`src/rtl/core/mhmm_pkg.sv`:
```
// Package: sizes, status codes, controller states and command/status structs for the heap merger.
package mhmm_pkg;
  localparam int NUM_HEAPS  = 8;
  localparam int HEAP_DEPTH = 64;
  localparam int VALUE_BITS = 16;
  localparam int HW   = $clog2(NUM_HEAPS);
  localparam int PW   = $clog2(HEAP_DEPTH);
  localparam int SW   = $clog2(HEAP_DEPTH + 1);
  localparam int AW   = HW + PW;
  localparam int DEPTH_ALL = NUM_HEAPS * HEAP_DEPTH;

  localparam logic [1:0] ST_EXTRACTED = 2'd0;
  localparam logic [1:0] ST_LOADED    = 2'd1;
  localparam logic [1:0] ST_DROPPED   = 2'd2;
  localparam logic [1:0] ST_EMPTY     = 2'd3;

  typedef enum logic [3:0] {
    S_IDLE, S_LOAD, S_BINIT, S_BNEXT, S_SRD_P, S_SRD_L, S_SRD_R, S_SCMP,
    S_SWAP, S_SWAP2, S_SCAN_RD, S_SCAN, S_EXT_RD, S_EXT_WR, S_OUT
  } state_t;

  typedef struct packed {
    logic latch_in;     // capture input transaction
    logic do_load;      // append or drop
    logic bld_init;     // start build at heap 0
    logic bld_next;     // advance build position
    logic sift_start_build;
    logic rd_pos;
    logic rd_left;
    logic rd_right;
    logic cap_pos;
    logic cap_left;
    logic cap_right;
    logic do_swap;      // write chosen child value into parent slot
    logic swap_wr;      // write old parent value into child slot
    logic scan_start;
    logic scan_step;
    logic ext_rd;
    logic ext_wr;
    logic set_built;
    logic out_load;
  } cmd_t;

  typedef struct packed {
    logic req_ext;
    logic built;
    logic bld_done;     // all heaps built
    logic bld_skip;     // current build position not active
    logic has_left;
    logic has_right;
    logic need_swap;
    logic scan_last;
    logic in_build;
    logic any_found;
  } sts_t;
endpackage

```
`src/rtl/core/mhmm_ctrl.sv`:
```
// Controller: sequences load, heap build, root scan, extraction and sift-down.
module mhmm_ctrl import mhmm_pkg::*; (
  input  logic clk,
  input  logic rst_n,
  input  logic in_valid,
  output logic in_ready,
  output logic out_valid,
  input  logic out_ready,
  input  sts_t sts,
  output cmd_t cmd
);
  state_t state_r, state_nxt;
  logic   ov_r, ov_nxt;

  always_ff @(posedge clk) begin
    if (!rst_n) begin
      state_r <= S_IDLE;
      ov_r    <= 1'b0;
    end else begin
      state_r <= state_nxt;
      ov_r    <= ov_nxt;
    end
  end

  assign out_valid = ov_r;

  always_comb begin
    state_nxt = state_r;
    ov_nxt    = ov_r && !out_ready;
    cmd       = '0;
    in_ready  = 1'b0;
    case (state_r)
      S_IDLE: begin
        in_ready = !ov_r || out_ready;
        if (in_valid && in_ready) begin
          cmd.latch_in = 1'b1;
          state_nxt = S_LOAD;
        end
      end
      S_LOAD: begin
        if (!sts.req_ext) begin
          cmd.do_load = 1'b1;
          state_nxt = S_OUT;
        end else if (!sts.built) begin
          cmd.bld_init = 1'b1;
          state_nxt = S_BINIT;
        end else begin
          cmd.scan_start = 1'b1;
          state_nxt = S_SCAN;
        end
      end
      S_BINIT: begin
        if (sts.bld_skip) begin
          if (sts.bld_done) begin
            cmd.set_built = 1'b1;
            cmd.scan_start = 1'b1;
            state_nxt = S_SCAN;
          end else begin
            cmd.bld_next = 1'b1;
          end
        end else begin
          cmd.sift_start_build = 1'b1;
          cmd.bld_next = 1'b1;
          state_nxt = S_SRD_P;
        end
      end
      S_SRD_P: begin
        cmd.rd_pos = 1'b1;
        state_nxt = S_SRD_L;
      end
      S_SRD_L: begin
        cmd.cap_pos = 1'b1;
        cmd.rd_left = 1'b1;
        state_nxt = S_SRD_R;
      end
      S_SRD_R: begin
        cmd.cap_left = 1'b1;
        cmd.rd_right = 1'b1;
        state_nxt = S_SCMP;
      end
      S_SCMP: begin
        cmd.cap_right = 1'b1;
        state_nxt = S_SWAP;
      end
      S_SWAP: begin
        if (sts.need_swap) begin
          cmd.do_swap = 1'b1;
          state_nxt = S_SWAP2;
        end else if (sts.in_build) begin
          state_nxt = S_BINIT;
        end else begin
          state_nxt = S_OUT;
        end
      end
      S_SWAP2: begin
        cmd.swap_wr = 1'b1;
        state_nxt = S_SRD_P;
      end
      S_SCAN: begin
        cmd.scan_step = 1'b1;
        if (sts.scan_last) state_nxt = S_EXT_RD;
      end
      S_EXT_RD: begin
        if (sts.any_found) begin
          cmd.ext_rd = 1'b1;
          state_nxt = S_EXT_WR;
        end else begin
          state_nxt = S_OUT;
        end
      end
      S_EXT_WR: begin
        cmd.ext_wr = 1'b1;
        state_nxt = S_SRD_P;
      end
      S_OUT: begin
        if (!ov_r || out_ready) begin
          cmd.out_load = 1'b1;
          ov_nxt = 1'b1;
          state_nxt = S_IDLE;
        end
      end
      default: state_nxt = S_IDLE;
    endcase
  end

  property p_no_accept_busy;
    @(posedge clk) disable iff (!rst_n) (state_r != S_IDLE) |-> !in_ready;
  endproperty
  a_no_accept_busy: assert property (p_no_accept_busy) else $error("accept while busy");
  a_out_hold: assert property (@(posedge clk) disable iff (!rst_n)
    (ov_r && !out_ready) |=> ov_r) else $error("result lost");
  a_one_result: assert property (@(posedge clk) disable iff (!rst_n)
    cmd.out_load |-> (state_r == S_OUT)) else $error("stray result");
endmodule

```
`config.mk`:
```
export PLATFORM = sky130hd
export DESIGN_NAME = mhmm_ctrl
export DESIGN_NICKNAME = d
export VERILOG_FILES = /design/src/rtl/core/mhmm_pkg.sv /design/src/rtl/core/mhmm_ctrl.sv
export SDC_FILE = /design/constraint.sdc
export NUM_CORES = 1
export LEC_CHECK = 0
export BUFFER_PORTS_ARGS = -buffer_cell sky130_fd_sc_hd__buf_4
export CAP_MARGIN = 20
export CORE_AREA = 3 3 46 48
export DETAILED_ROUTE_END_ITERATION = 8
export DIE_AREA = 0 0 49 51
export PLACE_DENSITY_LB_ADDON = 0.15
export SYNTH_ARGS = -nofsm -noshare
export SYNTH_HDL_FRONTEND = slang
export SYNTH_SLANG_ARGS = --single-unit
```
`constraint.sdc`:
```
create_clock -name clk -period 2.2 [get_ports clk]
set_clock_uncertainty 0.1 [all_clocks]
set_input_delay 0.44 -clock clk [delete_from_list [all_inputs] [get_ports clk]]
set_output_delay 0.44 -clock clk [all_outputs]
set_load 0.01 [all_outputs]
```
==> impl_summary.md <==
Run status
The run finished with clean final reports.

Placed design
The quantity of I/O buffers inserted on ports is 32. Prior to clock tree synthesis, the placed netlist has a worst setup slack of 0.237 ns. The global placer's final weighted congestion is 0.814. The placed cell area is 922 um^2. The final HPWL from detailed placement is 1490 um.

Critical path
The largest single stage delay on the critical path is 0.57 ns. The kind of cell adding the most delay to the critical path is simple AND/OR/NAND/NOR gates. Among all stages on the critical path, the largest delay is contributed by sky130_fd_sc_hd__or4b_4. The worst setup path is launched from a register. The critical path capture point type is a primary output.

Data on the critical path arrives at its endpoint at 1.59 ns. Along the worst path, the maximum fanout reaches 4. The critical path goes through or4b_4 -> nor2_4 -> and2_4 -> or2_2 -> buf_4.

The startpoint-to-endpoint class of the critical path is register to primary output. The number of buffers and inverters on the critical path is 1. STA puts the critical path data required time at 1.66 ns.

Floorplan
The initial utilization of the core area, before any placement, comes to 0.391. For this design the top-level I/O count stands at 35. The placement row count is 15. The floorplan step defined a die boundary enclosing 2500 um^2. The vertical die dimension is 51 um. The floorplan die width is 49 um. The area inside the core boundary is 1750 um^2.

Routing
The DRC violation count after routing is 0. The total routed wirelength is 1990 um. The detailed router placed 800 vias in this run. Once detail routing completed, the nets flagged for antenna violations numbered 0. The first-pass detailed-route iteration total is 4. The detail-routed net length per standard cell is 12.9 um. The number of vias per cell after detailed routing is 5.16.

For this block, the initial DRC count from the detailed router was 7.

CTS
The insertion delay of the later-clocked pin in the worst-skew pair is 0.24 ns. The clock-pin slew reported for the worst setup and hold paths after clock tree synthesis is 0.04 ns. TritonCTS built the clock tree. In this run, CTS created clock tree buffers numbering 3.

The clock passes through at most 2 buffers. The clock net sink count is 5. CTS built an H-tree with a depth of 1. The clock root buffer master is sky130_fd_sc_hd__clkbuf_4.

Cells and area
The final layout net count is 145. The fraction of final layout cells sized beyond drive strength 1 is 0.408. The share of the core filled with cells is 0.566. Leaving out fill and tap cells, the most frequent cell in the layout is sky130_fd_sc_hd__buf_4. The final non-filler cell area is 987 um^2. The area growth from synthesis to layout is 44.8%.

In the layout the commonest cells are sky130_fd_sc_hd__buf_4, sky130_fd_sc_hd__nor2_1, sky130_fd_sc_hd__nand2b_1. The antenna diode count is 0.

Synth
Synthesis produced 98 cells. The number of warning messages in the yosys log is 0. The synthesized flop and latch total is 5.

When the netlist entered floorplanning its net count stood at 112. The average instance area after synthesis is 6.96 um^2. The count of unique library cells instantiated by Yosys is 38.

In this run the cell area of the synthesized design comes to 682 um^2. The share of the Yosys chip area taken by registers is 0.147.

Run
The tool flagged a number of max-cap violations equal to 0.

Timing
The post-route worst setup slack is 0.0692 ns. Setup violations remaining at the end of the flow were counted as 0. In the finished design, the share of the clock period the worst path needs comes to 0.969. For the final routed database, the setup TNS stands at 0 ns. The shortest period the worst path allows is 2.13 ns. The final worst hold slack is 0.382 ns.

The achievable frequency is 0.469 GHz. The relative max-transition margin is 0.668. The final max-slew violation count is 0.

The slew at the pin with the worst max-slew slack is 0.491 ns. The total count of hold-check failures in the final report is 0.

Global route
The number of global-route vias before repair came to 762. Entering global routing, the biggest net connects 22 pins. The overall global routing resource usage is 0.163. The remaining global-route overflow is 0. The initial antenna violation count is 0. The wire length of the first global-routing pass is 3220 um.

Pwr
For this design the ratio of total power to cell area is 1160 nW/um^2. The worst-case IR drop observed on VDD is 0.000616 V. For this design the static power due to leakage is 0.442 nW.

Hold path
The type of the most critical hold path is input pin to register.
==> power by group <==
group,switching [mW],internal [mW],total (mW)
clock network,0.0371,0.0685,0.106
logic,0.476,0.413,0.888
registers,0.0190,0.128,0.147
==> synth_stat cells <==
master / number / area, um^2
sky130_fd_sc_hd__nand3_1: 1 / 5.00
sky130_fd_sc_hd__and2_1: 3 / 18.8
sky130_fd_sc_hd__a21oi_1: 4 / 20.0
sky130_fd_sc_hd__a22o_1: 1 / 8.76
sky130_fd_sc_hd__nor4_1: 1 / 6.26
sky130_fd_sc_hd__buf_4: 3 / 22.5
sky130_fd_sc_hd__a221oi_1: 3 / 26.3
sky130_fd_sc_hd__a221o_2: 1 / 11.3
sky130_fd_sc_hd__nor3b_1: 1 / 7.51
sky130_fd_sc_hd__xor2_1: 1 / 8.76
sky130_fd_sc_hd__o21ai_0: 4 / 20.0
sky130_fd_sc_hd__dfxtp_1: 5 / 100
sky130_fd_sc_hd__nor4b_1: 2 / 17.5
sky130_fd_sc_hd__or4b_4: 1 / 13.8
sky130_fd_sc_hd__o31ai_1: 1 / 7.51
sky130_fd_sc_hd__or2_1: 1 / 6.26
sky130_fd_sc_hd__and3_1: 2 / 12.5
sky130_fd_sc_hd__a21oi_2: 1 / 8.76
sky130_fd_sc_hd__nand2_1: 6 / 22.5
sky130_fd_sc_hd__nor2b_1: 5 / 31.3
sky130_fd_sc_hd__buf_2: 4 / 20.0
sky130_fd_sc_hd__a211oi_1: 1 / 7.51
sky130_fd_sc_hd__a31oi_1: 1 / 6.26
sky130_fd_sc_hd__o41ai_1: 2 / 17.5
sky130_fd_sc_hd__o32ai_4: 1 / 27.5
sky130_fd_sc_hd__o21bai_1: 1 / 7.51
sky130_fd_sc_hd__or3_1: 1 / 6.26
sky130_fd_sc_hd__mux2_2: 1 / 11.3
sky130_fd_sc_hd__inv_1: 4 / 15.0
sky130_fd_sc_hd__nor3_1: 5 / 25.0
sky130_fd_sc_hd__clkbuf_1: 2 / 7.51
sky130_fd_sc_hd__nand4b_1: 2 / 17.5
sky130_fd_sc_hd__mux2i_1: 1 / 10.0
sky130_fd_sc_hd__buf_6: 1 / 11.3
sky130_fd_sc_hd__nand2b_1: 7 / 43.8
sky130_fd_sc_hd__or2_2: 2 / 12.5
sky130_fd_sc_hd__nor2_1: 14 / 52.6
sky130_fd_sc_hd__o211ai_1: 1 / 7.51
==> routing by layer <==
layer  wire, um  global-route usage
met4          0              0.0521
met2        976               0.278
met3        106              0.0525
met1        909               0.194
met5          0                   0
==> tightest hold or removal path: stages <==
cell and delay, ns:
sky130_fd_sc_hd__buf_4 0.11, sky130_fd_sc_hd__o21ai_0 0.07, sky130_fd_sc_hd__o21ai_0 0.07
==> timing repair <==
action | CTS | global route
pin swaps | 0 | 3
endpoints found under the setup margin | 2 | 3
setup buffers | 0 | 2
hold buffers | 0 | 0
gates resized for setup | 1 | 5
gates cloned | 0 | 0
endpoints found under the hold margin | 0 | 0
==> metrics by stage <==
step / instances / power (mW)
6_report: 155 / 1.14
5_1_grt: 155 / 1.26
4_1_cts: 153 / 1.11
3_5_place_dp: 149 / 0.997
3_3_place_gp: 149 / 0.988
2_1_floorplan: 98 / 0.764
==> state kept, by name, indices dropped and copies added, names as in the netlist <==
register and cells:
out_valid 1, state_r 4
==> cell families after synthesis <==
group	Yosys count	synth area share
flip-flops	5	0.147
XOR/XNOR	1	0.0128
buffers and inverters	14	0.112
AND/OR/NAND/NOR	54	0.439
AO/OA/AOI/OAI	22	0.259
multiplexers	2	0.0312
==> final cells by class <==
class / instances / area (um^2)
Multi-Input combinational cell: 79 / 528
Sequential cell: 5 / 101
Timing Repair Buffer: 38 / 285
Clock buffer: 4 / 26.3
Inverter: 4 / 15.0
Fill cell: 194 / 758
Tap cell: 25 / 31.3
==> worst paths after layout <==
check,startpoint,endpoint,slack [ns],cells past startpoint
worst max-delay path,state_r[3]$_SDFFE_PN0P_,cmd[5],0.07,5
worst min-delay path,rst_n,state_r[1]$_SDFFE_PN0P_,0.38,3
worst max register to register,state_r[2]$_SDFFE_PN0P_,state_r[0]$_SDFFE_PN0P_,0.33,5
worst min register to register,out_valid$_SDFF_PN0_,out_valid$_SDFF_PN0_,0.45,2
Note: power is estimated with default switching activity, not from simulation.
